===== config.mk =====
export PLATFORM = sky130hd
export DESIGN_NAME = i2c_master_register_access
export DESIGN_NICKNAME = d
export VERILOG_FILES = /design/src/sv/i2cm_pkg.sv /design/src/sv/i2cm_front.sv /design/src/sv/i2cm_seq.sv /design/src/sv/i2c_master_register_access.sv
export VERILOG_INCLUDE_DIRS = /design/src /design/src/sv
export SDC_FILE = /design/constraint.sdc
export NUM_CORES = 1
export LEC_CHECK = 0
export ABC_CLOCK_PERIOD_IN_PS = 3800
export BUFFER_PORTS_ARGS = -buffer_cell sky130_fd_sc_hd__buf_2
export CORE_MARGIN = 10
export CORE_UTILIZATION = 30
export DETAILED_ROUTE_END_ITERATION = 10
export GPL_TIMING_DRIVEN = 0
export HOLD_SLACK_MARGIN = 0.06
export PLACE_DENSITY = 0.53
export SLEW_MARGIN = 20
export SYNTH_ARGS = -nofsm -noshare
export SYNTH_HDL_FRONTEND = slang
export SYNTH_SLANG_ARGS = --single-unit

===== constraint.sdc =====
create_clock -name i_clk -period 3.8 [get_ports i_clk]
set_input_delay 0.76 -clock i_clk [delete_from_list [all_inputs] [get_ports i_clk]]
set_output_delay 0.76 -clock i_clk [all_outputs]
set_load 0.02 [all_outputs]

===== src/sv/i2c_master_register_access_assert.svh =====
// Assertion macros used by the I2C master register access sequencer
`ifndef I2C_MASTER_REGISTER_ACCESS_ASSERT_SVH
`define I2C_MASTER_REGISTER_ACCESS_ASSERT_SVH

// Same-cycle implication, sampled on i_clk, off while in reset
`define I2CM_ASSERT_NOW(lbl, ante, cons, msg) \
    lbl: assert property (@(posedge i_clk) disable iff (!i_rst_n) (ante) |-> (cons)) \
        else $error(msg);

// Next-cycle implication, sampled on i_clk, off while in reset
`define I2CM_ASSERT_NEXT(lbl, ante, cons, msg) \
    lbl: assert property (@(posedge i_clk) disable iff (!i_rst_n) (ante) |=> (cons)) \
        else $error(msg);

`endif


===== src/sv/i2cm_pkg.sv =====
// Types and constants for the I2C master register access block
`timescale 1ns / 1ps

package i2cm_pkg;

    // Input word selector codes
    localparam logic [1:0] FUNC_TICK  = 2'd0;
    localparam logic [1:0] FUNC_WRITE = 2'd1;
    localparam logic [1:0] FUNC_READ  = 2'd2;

    // Status codes
    localparam logic [1:0] ERR_OK   = 2'd0;
    localparam logic [1:0] ERR_BUSY = 2'd1;
    localparam logic [1:0] ERR_BUS  = 2'd2;
    localparam logic [1:0] ERR_NACK = 2'd3;

    // Which byte a send block is moving
    localparam logic [1:0] BYTE_DEV    = 2'd0;
    localparam logic [1:0] BYTE_REG    = 2'd1;
    localparam logic [1:0] BYTE_DATA   = 2'd2;
    localparam logic [1:0] BYTE_DEV_RD = 2'd3;

    localparam logic [3:0] BITS_PER_BYTE   = 4'd8;
    localparam logic [7:0] DEV_READ_INC    = 8'h01;
    localparam logic [9:0] PHASE_TICKS_RST = 10'd100;

    // Config register map
    localparam logic [1:0] ADDR_PHASE_TICKS = 2'd0;

    // Input word
    typedef struct packed {
        logic [1:0] func;
        logic [7:0] dev_addr;
        logic [7:0] reg_addr;
        logic [7:0] wr_data;
        logic       sda_in;
    } t_in_word;

    // Result word
    typedef struct packed {
        logic       scl_out;
        logic       sda_out;
        logic       busy_res;
        logic       done_res;
        logic [7:0] rd_data;
        logic [1:0] status;
        logic       cmd_rejected;
    } t_out_word;

    // Classified operation
    typedef enum logic [1:0] {
        OP_TICK  = 2'd0,
        OP_WRITE = 2'd1,
        OP_READ  = 2'd2,
        OP_NOP   = 2'd3
    } t_op;

    // Queue entry
    typedef struct packed {
        t_op        op;
        logic [7:0] dev_addr;
        logic [7:0] reg_addr;
        logic [7:0] wr_data;
        logic       sda_in;
    } t_qent;

    // Queue head as seen by the sequencer
    typedef struct packed {
        logic  valid;
        t_qent ent;
    } t_qhead;

    // Sequencer phase groups
    typedef enum logic [5:0] {
        ST_IDLE  = 6'b000001,
        ST_START = 6'b000010,
        ST_SEND  = 6'b000100,
        ST_RECV  = 6'b001000,
        ST_NACK  = 6'b010000,
        ST_STOP  = 6'b100000
    } t_state;

endpackage


===== src/sv/i2cm_front.sv =====
// Front end: classifies incoming words and queues them for the sequencer
`timescale 1ns / 1ps

module i2cm_front #(
    parameter int DEPTH = 4
) (
    input  logic               i_clk,
    input  logic               i_rst_n,
    input  logic               i_in_valid,
    output logic               o_in_stall,
    input  i2cm_pkg::t_in_word i_in_word,
    output i2cm_pkg::t_qhead   o_head,
    input  logic               i_pop
);

    localparam int PW = (DEPTH > 1) ? $clog2(DEPTH) : 1;
    localparam int CW = $clog2(DEPTH + 1);

    i2cm_pkg::t_qent r_mem [DEPTH];
    logic [PW-1:0]   r_wp, n_wp;
    logic [PW-1:0]   r_rp, n_rp;
    logic [CW-1:0]   r_count, n_count;
    i2cm_pkg::t_qent cls;
    logic            push;

    // Classify the selector
    always_comb begin
        cls.dev_addr = i_in_word.dev_addr;
        cls.reg_addr = i_in_word.reg_addr;
        cls.wr_data  = i_in_word.wr_data;
        cls.sda_in   = i_in_word.sda_in;
        unique case (i_in_word.func)
            i2cm_pkg::FUNC_TICK:  cls.op = i2cm_pkg::OP_TICK;
            i2cm_pkg::FUNC_WRITE: cls.op = i2cm_pkg::OP_WRITE;
            i2cm_pkg::FUNC_READ:  cls.op = i2cm_pkg::OP_READ;
            default:              cls.op = i2cm_pkg::OP_NOP;
        endcase
    end

    assign o_in_stall = (r_count == CW'(DEPTH));
    assign push       = i_in_valid && !o_in_stall;

    // Pointer and fill bookkeeping
    always_comb begin
        n_wp    = r_wp;
        n_rp    = r_rp;
        n_count = r_count;
        if (push) begin
            n_wp = (r_wp == PW'(DEPTH - 1)) ? '0 : r_wp + PW'(1);
        end
        if (i_pop) begin
            n_rp = (r_rp == PW'(DEPTH - 1)) ? '0 : r_rp + PW'(1);
        end
        if (push && !i_pop) begin
            n_count = r_count + CW'(1);
        end else if (!push && i_pop) begin
            n_count = r_count - CW'(1);
        end
    end

    always_ff @(posedge i_clk) begin
        if (!i_rst_n) begin
            r_wp    <= '0;
            r_rp    <= '0;
            r_count <= '0;
        end else begin
            r_wp    <= n_wp;
            r_rp    <= n_rp;
            r_count <= n_count;
        end
    end

    // Queue storage
    always_ff @(posedge i_clk) begin
        if (push) begin
            r_mem[r_wp] <= cls;
        end
    end

    assign o_head.valid = (r_count != '0);
    assign o_head.ent   = r_mem[r_rp];

endmodule


===== src/sv/i2cm_seq.sv =====
// Back end: bus phase sequencer and result register
`timescale 1ns / 1ps
`include "i2c_master_register_access_assert.svh"

module i2cm_seq (
    input  logic                i_clk,
    input  logic                i_rst_n,
    input  i2cm_pkg::t_qhead    i_head,
    output logic                o_pop,
    input  logic [9:0]          i_phase_ticks,
    output logic                o_out_valid,
    input  logic                i_out_stall,
    output i2cm_pkg::t_out_word o_out_word
);

    i2cm_pkg::t_state    r_state, n_state;
    logic [2:0]          r_sub, n_sub;
    logic                r_rep, n_rep;
    logic [1:0]          r_byte, n_byte;
    logic [3:0]          r_bit, n_bit;
    logic [7:0]          r_shift, n_shift;
    logic [9:0]          r_wait, n_wait;
    logic [1:0]          r_err, n_err;
    logic [7:0]          r_rxd, n_rxd;
    logic                r_is_read, n_is_read;
    logic [7:0]          r_dev, n_dev;
    logic [7:0]          r_reg, n_reg;
    logic [7:0]          r_data, n_data;
    logic                r_scl, n_scl;
    logic                r_sda, n_sda;
    logic                r_out_valid;
    i2cm_pkg::t_out_word r_out;

    i2cm_pkg::t_qent     ent;
    logic [9:0]          limit;
    logic [9:0]          wait_inc;
    logic [3:0]          bit_inc;
    logic [7:0]          sh;
    logic                done;
    logic                rej;

    assign ent      = i_head.ent;
    assign o_pop    = i_head.valid && (!r_out_valid || !i_out_stall);
    assign limit    = (i_phase_ticks == '0) ? 10'd1 : i_phase_ticks;
    assign wait_inc = r_wait + 10'd1;
    assign bit_inc  = r_bit + 4'd1;

    // Next state for the word at the queue head
    always_comb begin
        n_state   = r_state;
        n_sub     = r_sub;
        n_rep     = r_rep;
        n_byte    = r_byte;
        n_bit     = r_bit;
        n_shift   = r_shift;
        n_wait    = r_wait;
        n_err     = r_err;
        n_rxd     = r_rxd;
        n_is_read = r_is_read;
        n_dev     = r_dev;
        n_reg     = r_reg;
        n_data    = r_data;
        n_scl     = r_scl;
        n_sda     = r_sda;
        sh        = '0;
        done      = 1'b0;
        rej       = 1'b0;

        unique case (ent.op)
            i2cm_pkg::OP_TICK: begin
                if (r_state != i2cm_pkg::ST_IDLE) begin
                    n_wait = wait_inc;
                    if (wait_inc >= limit) begin
                        n_wait = '0;
                        unique case (r_state)
                            // start or repeated start
                            i2cm_pkg::ST_START: begin
                                unique case (r_sub)
                                    3'd0: begin
                                        n_sub = 3'd1;
                                        n_scl = 1'b1;
                                    end
                                    3'd1: begin
                                        if (!ent.sda_in && r_err == i2cm_pkg::ERR_OK) begin
                                            n_err = i2cm_pkg::ERR_BUSY;
                                        end
                                        n_sub = 3'd2;
                                        n_sda = 1'b0;
                                    end
                                    3'd2: begin
                                        n_sub = 3'd3;
                                        n_scl = 1'b0;
                                    end
                                    default: begin
                                        if (ent.sda_in && r_err == i2cm_pkg::ERR_OK) begin
                                            n_err = i2cm_pkg::ERR_BUS;
                                        end
                                        sh      = r_rep ? r_dev + i2cm_pkg::DEV_READ_INC : r_dev;
                                        n_shift = sh;
                                        n_bit   = '0;
                                        n_state = i2cm_pkg::ST_SEND;
                                        n_sub   = 3'd0;
                                        n_byte  = r_rep ? i2cm_pkg::BYTE_DEV_RD
                                                        : i2cm_pkg::BYTE_DEV;
                                        n_scl   = 1'b0;
                                        n_sda   = sh[7];
                                    end
                                endcase
                            end
                            // one byte out, then the ack slot
                            i2cm_pkg::ST_SEND: begin
                                unique case (r_sub)
                                    3'd0: begin
                                        n_sub = 3'd1;
                                        n_scl = 1'b1;
                                    end
                                    3'd1: begin
                                        n_sub = 3'd2;
                                        n_scl = 1'b0;
                                    end
                                    3'd2: begin
                                        sh      = {r_shift[6:0], 1'b0};
                                        n_shift = sh;
                                        n_bit   = bit_inc;
                                        if (bit_inc < i2cm_pkg::BITS_PER_BYTE) begin
                                            n_sub = 3'd0;
                                            n_scl = 1'b0;
                                            n_sda = sh[7];
                                        end else begin
                                            n_sub = 3'd3;
                                            n_sda = 1'b1;
                                        end
                                    end
                                    3'd3: begin
                                        n_sub = 3'd4;
                                        n_scl = 1'b1;
                                    end
                                    default: begin
                                        if (ent.sda_in && r_err == i2cm_pkg::ERR_OK) begin
                                            n_err = i2cm_pkg::ERR_NACK;
                                        end
                                        n_scl = 1'b0;
                                        n_bit = '0;
                                        n_sub = 3'd0;
                                        unique case (r_byte)
                                            i2cm_pkg::BYTE_DEV: begin
                                                n_shift = r_reg;
                                                n_byte  = i2cm_pkg::BYTE_REG;
                                                n_sda   = r_reg[7];
                                            end
                                            i2cm_pkg::BYTE_REG: begin
                                                if (r_is_read) begin
                                                    n_state = i2cm_pkg::ST_START;
                                                    n_rep   = 1'b1;
                                                    n_sda   = 1'b1;
                                                end else begin
                                                    n_shift = r_data;
                                                    n_byte  = i2cm_pkg::BYTE_DATA;
                                                    n_sda   = r_data[7];
                                                end
                                            end
                                            i2cm_pkg::BYTE_DATA: begin
                                                n_state = i2cm_pkg::ST_STOP;
                                                n_sda   = 1'b0;
                                            end
                                            default: begin
                                                n_shift = '0;
                                                n_state = i2cm_pkg::ST_RECV;
                                                n_sda   = 1'b1;
                                                n_scl   = 1'b1;
                                            end
                                        endcase
                                    end
                                endcase
                            end
                            // receive one bit per clock pulse
                            i2cm_pkg::ST_RECV: begin
                                if (r_sub == 3'd0) begin
                                    n_shift = {r_shift[6:0], ent.sda_in};
                                    n_sub   = 3'd1;
                                    n_scl   = 1'b0;
                                end else begin
                                    n_bit = bit_inc;
                                    if (bit_inc < i2cm_pkg::BITS_PER_BYTE) begin
                                        n_sub = 3'd0;
                                        n_sda = 1'b1;
                                        n_scl = 1'b1;
                                    end else begin
                                        n_rxd   = r_shift;
                                        n_state = i2cm_pkg::ST_NACK;
                                        n_sub   = 3'd0;
                                        n_sda   = 1'b1;
                                    end
                                end
                            end
                            // released-SDA ack bit after the read byte
                            i2cm_pkg::ST_NACK: begin
                                unique case (r_sub)
                                    3'd0: begin
                                        n_sub = 3'd1;
                                        n_scl = 1'b1;
                                    end
                                    3'd1: begin
                                        n_sub = 3'd2;
                                        n_scl = 1'b0;
                                    end
                                    default: begin
                                        n_state = i2cm_pkg::ST_STOP;
                                        n_sub   = 3'd0;
                                        n_sda   = 1'b0;
                                    end
                                endcase
                            end
                            // stop condition
                            i2cm_pkg::ST_STOP: begin
                                unique case (r_sub)
                                    3'd0: begin
                                        n_sub = 3'd1;
                                        n_scl = 1'b1;
                                    end
                                    3'd1: begin
                                        n_sub = 3'd2;
                                        n_sda = 1'b1;
                                    end
                                    default: begin
                                        n_state = i2cm_pkg::ST_IDLE;
                                        n_sub   = 3'd0;
                                        done    = 1'b1;
                                    end
                                endcase
                            end
                            default: ;
                        endcase
                    end
                end
            end
            i2cm_pkg::OP_WRITE, i2cm_pkg::OP_READ: begin
                if (r_state != i2cm_pkg::ST_IDLE) begin
                    rej = 1'b1;
                end else begin
                    n_dev     = ent.dev_addr;
                    n_reg     = ent.reg_addr;
                    n_data    = ent.wr_data;
                    n_is_read = (ent.op == i2cm_pkg::OP_READ);
                    n_err     = i2cm_pkg::ERR_OK;
                    n_bit     = '0;
                    n_state   = i2cm_pkg::ST_START;
                    n_sub     = 3'd0;
                    n_rep     = 1'b0;
                    n_wait    = '0;
                    n_sda     = 1'b1;
                end
            end
            i2cm_pkg::OP_NOP: ;
        endcase
    end

    // Sequencer registers advance once per popped word
    always_ff @(posedge i_clk) begin
        if (!i_rst_n) begin
            r_state   <= i2cm_pkg::ST_IDLE;
            r_sub     <= '0;
            r_rep     <= 1'b0;
            r_byte    <= i2cm_pkg::BYTE_DEV;
            r_bit     <= '0;
            r_shift   <= '0;
            r_wait    <= '0;
            r_err     <= i2cm_pkg::ERR_OK;
            r_rxd     <= '0;
            r_is_read <= 1'b0;
            r_dev     <= '0;
            r_reg     <= '0;
            r_data    <= '0;
            r_scl     <= 1'b1;
            r_sda     <= 1'b1;
        end else if (o_pop) begin
            r_state   <= n_state;
            r_sub     <= n_sub;
            r_rep     <= n_rep;
            r_byte    <= n_byte;
            r_bit     <= n_bit;
            r_shift   <= n_shift;
            r_wait    <= n_wait;
            r_err     <= n_err;
            r_rxd     <= n_rxd;
            r_is_read <= n_is_read;
            r_dev     <= n_dev;
            r_reg     <= n_reg;
            r_data    <= n_data;
            r_scl     <= n_scl;
            r_sda     <= n_sda;
        end
    end

    // Result register
    always_ff @(posedge i_clk) begin
        if (!i_rst_n) begin
            r_out_valid <= 1'b0;
        end else if (o_pop) begin
            r_out_valid <= 1'b1;
        end else if (!i_out_stall) begin
            r_out_valid <= 1'b0;
        end
    end

    always_ff @(posedge i_clk) begin
        if (o_pop) begin
            r_out.scl_out      <= n_scl;
            r_out.sda_out      <= n_sda;
            r_out.busy_res     <= (n_state != i2cm_pkg::ST_IDLE);
            r_out.done_res     <= done;
            r_out.rd_data      <= n_rxd;
            r_out.status       <= n_err;
            r_out.cmd_rejected <= rej;
        end
    end

    assign o_out_valid = r_out_valid;
    assign o_out_word  = r_out;

    // Checks
    `I2CM_ASSERT_NOW(a_idle_released, r_state == i2cm_pkg::ST_IDLE, r_scl && r_sda,
        "bus lines not released while idle")
    `I2CM_ASSERT_NOW(a_bit_range, 1'b1, r_bit <= i2cm_pkg::BITS_PER_BYTE,
        "bit index past one byte")
    `I2CM_ASSERT_NOW(a_stop_sub, r_state == i2cm_pkg::ST_STOP, r_sub <= 3'd2,
        "stop phase index out of range")
    `I2CM_ASSERT_NEXT(a_cmd_starts,
        o_pop && r_state == i2cm_pkg::ST_IDLE &&
        (ent.op == i2cm_pkg::OP_WRITE || ent.op == i2cm_pkg::OP_READ),
        r_state == i2cm_pkg::ST_START && r_sub == 3'd0 && r_sda,
        "accepted command did not begin a start condition")

endmodule


===== src/sv/i2c_master_register_access.sv =====
// Top level: I2C master register access with phase-timing config register
//
//   channel   direction  handshake                   word
//   -------   ---------  --------------------------  ---------------------
//   in        input      i_in_valid / o_in_stall     i_in_word  (t_in_word)
//   out       output     o_out_valid / i_out_stall   o_out_word (t_out_word)
//   config    input      APB psel/penable/pready     phase_ticks at 0x0
//
// One word is accepted per cycle unless the queue is full, giving one result
// word; its result is in the result register on the cycle after it is popped.
// The sequencer handles one queued word per clock, so throughput is set by the
// queue read port: one word per cycle while the result side is not stalled.
// Reset is synchronous, active low; it empties the queue and idles the bus.
// A stalled result holds; the queue (QUEUE_DEPTH words) absorbs input until full.
`timescale 1ns / 1ps

module i2c_master_register_access #(
    parameter int QUEUE_DEPTH = 4
) (
    input  logic                i_clk,
    input  logic                i_rst_n,
    input  logic                i_in_valid,
    output logic                o_in_stall,
    input  i2cm_pkg::t_in_word  i_in_word,
    output logic                o_out_valid,
    input  logic                i_out_stall,
    output i2cm_pkg::t_out_word o_out_word,
    input  logic                psel,
    input  logic                penable,
    input  logic                pwrite,
    input  logic [1:0]          paddr,
    input  logic [31:0]         pwdata,
    output logic [31:0]         prdata,
    output logic                pready
);

    logic [9:0]       r_phase_ticks;
    i2cm_pkg::t_qhead head;
    logic             pop;

    // Config register
    always_ff @(posedge i_clk) begin
        if (!i_rst_n) begin
            r_phase_ticks <= i2cm_pkg::PHASE_TICKS_RST;
        end else if (psel && penable && pwrite && paddr == i2cm_pkg::ADDR_PHASE_TICKS) begin
            r_phase_ticks <= pwdata[9:0];
        end
    end

    assign pready = 1'b1;
    assign prdata = (paddr == i2cm_pkg::ADDR_PHASE_TICKS) ? {22'd0, r_phase_ticks} : 32'd0;

    i2cm_front #(
        .DEPTH (QUEUE_DEPTH)
    ) u_front (
        .i_clk      (i_clk),
        .i_rst_n    (i_rst_n),
        .i_in_valid (i_in_valid),
        .o_in_stall (o_in_stall),
        .i_in_word  (i_in_word),
        .o_head     (head),
        .i_pop      (pop)
    );

    i2cm_seq u_seq (
        .i_clk         (i_clk),
        .i_rst_n       (i_rst_n),
        .i_head        (head),
        .o_pop         (pop),
        .i_phase_ticks (r_phase_ticks),
        .o_out_valid   (o_out_valid),
        .i_out_stall   (i_out_stall),
        .o_out_word    (o_out_word)
    );

endmodule


==> results of run 1 <==
## cells by family (layout without fill, tap and decap cells)
| family | Yosys count | after routing | share of synthesized area |
|---|---|---|---|
| xor+xnor | 19 | 19 | 0.0167 |
| buf+inv | 98 | 210 | 0.0465 |
| mux | 73 | 73 | 0.108 |
| fa+ha+maj | 23 | 23 | 0.0296 |
| other cells | 2 | 23 | 0.000752 |
| flops | 214 | 214 | 0.552 |
| compound gates | 167 | 167 | 0.113 |
| simple gates | 277 | 277 | 0.134 |
## where the power goes
group / leakage, uW / switching, uW / internal (uW)
registers: 0.00188 / 172 / 2810
clock network: 0.000363 / 895 / 1300
logic: 0.00208 / 1550 / 939
## layout by cell type, fill, tap and decap left out, types with 24 or more instances in the layout
cell       netlist  routed
clkbuf_16        0      24
a21oi_1         53      53
nor3_1          35      35
mux2i_1         37      37
dfxtp_1         91      88
nor2_1          62      60
nand2_1         87      86
edfxtp_1       123     123
mux4_2          27      27
clkbuf_1        45      48
buf_2            2      70
## layer usage
metal,GRT usage,share of wire,vias up
met3,0.0226,0.053,44
met5,0,0.00051,-
met4,0.0336,0.025,2
li1,-,-,3439
met2,0.205,0.48,188
met1,0.154,0.44,3430
## path summary, 6_finish.rpt
path	endpoint	depth (start not counted)
max reg2reg	u_seq.o_out_word[12]	13
min	u_front.r_mem[3][12]	1
max	u_seq.o_out_word[12]	13
min reg2reg	u_seq.r_data[1]	2
## through the flow
step                       util  total power (uW)  cell area (um2)  setup WS, ns
final                     0.364              7660            11900         0.141
after global routing      0.364              8120            11900        0.0163
after CTS                 0.363              7750            11900        0.0407
after detailed placement  0.338              5470            11100        -0.559
after global placement    0.335              5440            11000        -0.621
after floorplan               -              4710            10100         0.111
## area by class of cell
cell class                      count  area [um2]
Buffer                             75         409
Clock buffer                       40         683
Timing Repair Buffer               72         428
Inverter                           20        75.1
Multi-Input combinational cell    582        4160
Fill cell                        3269       20800
Clock inverter                      3        66.3
Sequential cell                   214        5520
Tap cell                          442         553
## timing repair
action	in CTS	in global routing
gates cloned	0	0
hold endpoints to repair	0	0
setup endpoints to repair	43	18
gates resized for setup	20	9
buffers inserted	0	0
==> flow_summary.toml, run 1 <==
[cts]
numCtsBuffers = 24
clkLatencyLatePin_ns = 0.54
clkTransAtPathRegs_ns = 0.06
cts.sinks = 214
cts-htree-levels = 1
cts_tree = "done"
hold_buffers = 0
clockBufferDepth = 3
cts-root-buf = "clkbuf_16"

[critical_path]
critPathMaxStageDelay_ns = 0.56
crit_path_end_kind = "flip-flop"
critPathLaunchType = "flip-flop"
crit_family = "simple AND/OR/NAND/NOR gates"
crit_type = "reg2reg"
cp_num_buf_inv = 0
reg2reg_slack_ns = 0.14
cp.required_ns = 4.05
timing.rr.start = "u_seq.r_wait[0]"
cp_data_arrival_time_ns = 3.91
cp_slowest_cell = "or4_1"
crit_chain = "ha_4 -> and3_2 -> and3_1 -> nand3_1 -> xnor2_2 -> ha_1 -> o21a_1 -> nor2_1 -> a311oi_2 -> o21ai_2 -> or4_1 -> o311a_1 -> or4b_1"
worstPathMaxFanout = 5
startpoint = "u_seq.r_wait[0]"

[logic_synthesis]
ys_seq_elements = 214
ys_warn_count = 0
syn-cell-area_mm2 = 0.00999
synth_ff_type = "edfxtp_1"
yosysTopAreaCellShare = 0.370
ys_top_cells_by_count = "edfxtp_1, dfxtp_1, nand2_1"
syn_avg_cell_area_um2 = 11.4
synth_edf_count = 123
syn-instance-count = 873
ys_async_sr_fraction = 0
yosysSeqAreaShare = 0.552
yosys.area.top_type = "edfxtp_1"
yosysUniqueCellTypes = 75
post-synth-top-count-cell = "edfxtp_1"
synthTopCellsByArea = "edfxtp_1, dfxtp_1, mux4_2"

[global_route]
antenna_found_initial = 1
overflow = 0
grt_max_degree = 28
grt_pass1_wl_mm = 40.1
grt_pass1_vias = 7122
grt_usage = 0.121

[routing]
drc_errors = 0
drt_iter0_drc = 439
routed_wl_mm = 25.4
drtPass1Iterations = 5
vias = 7103
antenna_left = 0
avgRoutedWirePerCell_um = 17.6
vias_per_cell = 4.91

[sta]
drv_slew = 0
hold_viol = 0
maxSlewHeadroom = 0.447
period_share = 0.963
whs_ns = 0.439
setup_violations = 0
rsz0062_at_grt = "no"
fmax_mhz = 273
skew_ns = 0.0213
post-route-min-period_ns = 3.66
tightestPinTransition_ns = 0.830
fin_tns_setup_ns = 0

[layout]
layoutNonFillerInstCount = 1448
regMostFlops = "u_front.r_mem"
area_growth_pct = 19.1
drive_above_1_share = 0.206
antenna-diode-count = 0
largest_reg_flops = 108
finish.net_count = 1080

[placement]
globalplace.congestion = 0.900
dp_hpwl_mm = 18.4
place_inst = 1408
portBuffers = 68

[die]
boundaryPins = 118
row_count = 66
core_area_mm2 = 0.0327
die_w_um = 202
dieArea_mm2 = 0.0410
fp.dieH_um = 202
start_util = 0.305

[hold_path]
hp-class = "in2reg"
hp-start = "i_in_word[12]"

[pwr]
p_leak_uw = 0.00432
powerDensity_mw_per_mm2 = 644
vdd_drop_max_uv = 402

[job]
cap_viol_max_count = 0

[status]
outcome = "complete, no violations"
No activity file was read; power rests on OpenSTA's default activity.
==> run 2: changes to the inputs <==
--- a/config.mk
+++ b/config.mk
@@ -8,3 +8,3 @@
 export LEC_CHECK = 0
-export ABC_CLOCK_PERIOD_IN_PS = 3800
+export ABC_CLOCK_PERIOD_IN_PS = 3300
 export BUFFER_PORTS_ARGS = -buffer_cell sky130_fd_sc_hd__buf_2
@@ -12,2 +12,3 @@
 export CORE_UTILIZATION = 30
+export CTS_BUF_LIST = sky130_fd_sc_hd__clkbuf_4 sky130_fd_sc_hd__clkbuf_8 sky130_fd_sc_hd__clkbuf_16
 export DETAILED_ROUTE_END_ITERATION = 10
==> constraint.sdc (replaced) <==
create_clock -name i_clk -period 3.3 [get_ports i_clk]
set_input_delay 0.165 -clock i_clk [delete_from_list [all_inputs] [get_ports i_clk]]
set_output_delay 0.165 -clock i_clk [all_outputs]
set_load 0.02 [all_outputs]
==> run 2 against run 1 <==
Compared with the run above: the flow now finishes with violations (setup timing); routed wire length is 4.2% higher; die area stayed put; combinational power is 24% higher; largest cell class unchanged.
==> flow_summary.toml, run 2 (synthesis results as in run 1) <==
[sta]
skew_ns = 0.0184
rsz0062_at_grt = "yes"
fin_ws_ns = -0.138
hold_viol = 0
setup_violations = 1
tightestPinTransition_ns = 1.06
drv_slew = 0
maxSlewHeadroom = 0.288
fmax_mhz = 291
period_share = 1.04
post-route-min-period_ns = 3.44
whs_ns = 0.307

[critical_path]
worstPathMaxFanout = 4
critPathMaxStageDelay_ns = 0.53
reg2reg_slack_ns = -0.14
crit_type = "reg2reg"
cp.required_ns = 3.56
crit_path_end_kind = "flip-flop"
cp_data_arrival_time_ns = 3.70
cp_slowest_cell = "or4_4"
critPathLaunchType = "flip-flop"
crit_chain = "ha_4 -> and3_4 -> and3_4 -> nor2b_1 -> or2_4 -> ha_4 -> o211ai_1 -> a31oi_2 -> o21ai_2 -> or4_4 -> o311a_1 -> or4b_4"

[cts]
cts_tree = "done"
clkLatencyLatePin_ns = 0.54
clkTransAtPathRegs_ns = 0.06
cts-htree-levels = 1
numCtsBuffers = 24
cts-root-buf = "clkbuf_16"
clockBufferDepth = 3
cts.sinks = 214

[pwr]
powerDensity_mw_per_mm2 = 735
seqPwrFrac = 0.368
p_switching_uw = 3120
p_leak_uw = 0.00464
p_int_uw = 6180
vdd_drop_max_uv = 471
pwr-share-clk = 0.300
p_comb_frac = 0.332
switching_share = 0.336

[status]
violations = "setup timing"
outcome = "finished with violations"

[routing]
drtPass1Iterations = 5
vias = 7427
routed_wl_mm = 26.5
avgRoutedWirePerCell_um = 17.6
drt_iter0_drc = 471
drc_errors = 0
vias_per_cell = 4.93
antenna_left = 0

[global_route]
antenna_found_initial = 0
grt_max_degree = 28
overflow = 0
grt_pass1_vias = 7443
grt_usage = 0.125
grt_pass1_wl_mm = 41.6

[layout]
regMostFlops = "u_front.r_mem"
final_common_cell = "edfxtp_1"
area_growth_pct = 26.8
finish.net_count = 1137
largest_reg_flops = 108
final_cell_mix = "edfxtp_1, nand2_1, dfxtp_1, buf_2, nor2_1"
drive_above_1_share = 0.236
antenna-diode-count = 0

[die]
die_w_um = 202
start_util = 0.305
core_area_mm2 = 0.0327
boundaryPins = 118
fp.dieH_um = 202
row_count = 66
dieArea_mm2 = 0.0410

[placement]
dp_hpwl_mm = 18.3
portBuffers = 68
globalplace.congestion = 0.931
place_ws_ns = -0.740

[job]
cap_viol_max_count = 0

[hold_path]
hp-class = "in2reg"
==> run 2: changes by cell type in the layout (fill, tap and decap cells not counted), moves of 5 or more <==
cell,change
clkbuf_4,+9
dlygate4sd3_1,+39
clkbuf_1,-12
buf_4,+17
clkbuf_2,-6
clkbuf_8,+5
==> run 2: power by group through the flow <==
stage	clock network, uW	logic, uW	registers, uW
after floorplan	0	1970	3530
after global placement	0	2880	3480
after detailed placement	0	2920	3480
after CTS	2880	3040	3430
after global routing	2990	3380	3460
final	2790	3090	3420
==> run 2: final timing paths <==
check	cells past startpoint	to	from
setup reg to reg	12	u_seq.o_out_word[12]	u_seq.r_wait[1]
hold / removal	5	u_front.r_wp[0]	i_in_valid
setup / recovery	12	u_seq.o_out_word[12]	u_seq.r_wait[1]
hold reg to reg	2	u_seq.r_data[0]	u_seq.r_data[0]
==> run 2: critical path, delay by kind of cell, from the launching register on <==
| family | cells | cell delay [ns] |
|---|---|---|
| AOI/OAI and AO/OA | 4 | 0.65 |
| adders and majority gates | 2 | 0.41 |
| DFF | 1 | 0.36 |
| and+or+nand+nor | 6 | 1.73 |
==> run 2: what timing repair did <==
item,in CTS,in global routing
gates resized for setup,36,18
cloned,0,1
setup buffers,11,5
endpoints found under the hold margin,123,0
pin swaps,5,3
endpoints found under the setup margin,57,25
hold buffers,39,0
==> run 2: metrics by stage <==
step                instance area [um2]  TNS, ns  instances  power [uW]   util
finish                            12700   -0.138       1506        9310  0.387
global route                      12700   -0.324       1506        9840  0.387
CTS                               12600   -0.165       1500        9350  0.384
detailed placement                11100   -26.90       1408        6390  0.340
global placement                  11000   -30.33       1404        6360  0.337
floorplan                         10100        0        894        5500      -
==> run 2: cell type report <==
cell class                 count  area, um2
fill                        3245      20000
buffer                        76        447
tap                          442        553
inverter                      20       75.1
multi-input combinational    582       4270
sequential                   214       5530
timing repair buffer         128        942
clock inverter                 4       93.8
clock buffer                  40        758
==> run 2: layer usage <==
metal / routed length, um / global-route usage
met5: 0 / 0
met1: 11600 / 0.156
met2: 12800 / 0.215
met4: 689 / 0.0354
met3: 1440 / 0.0240
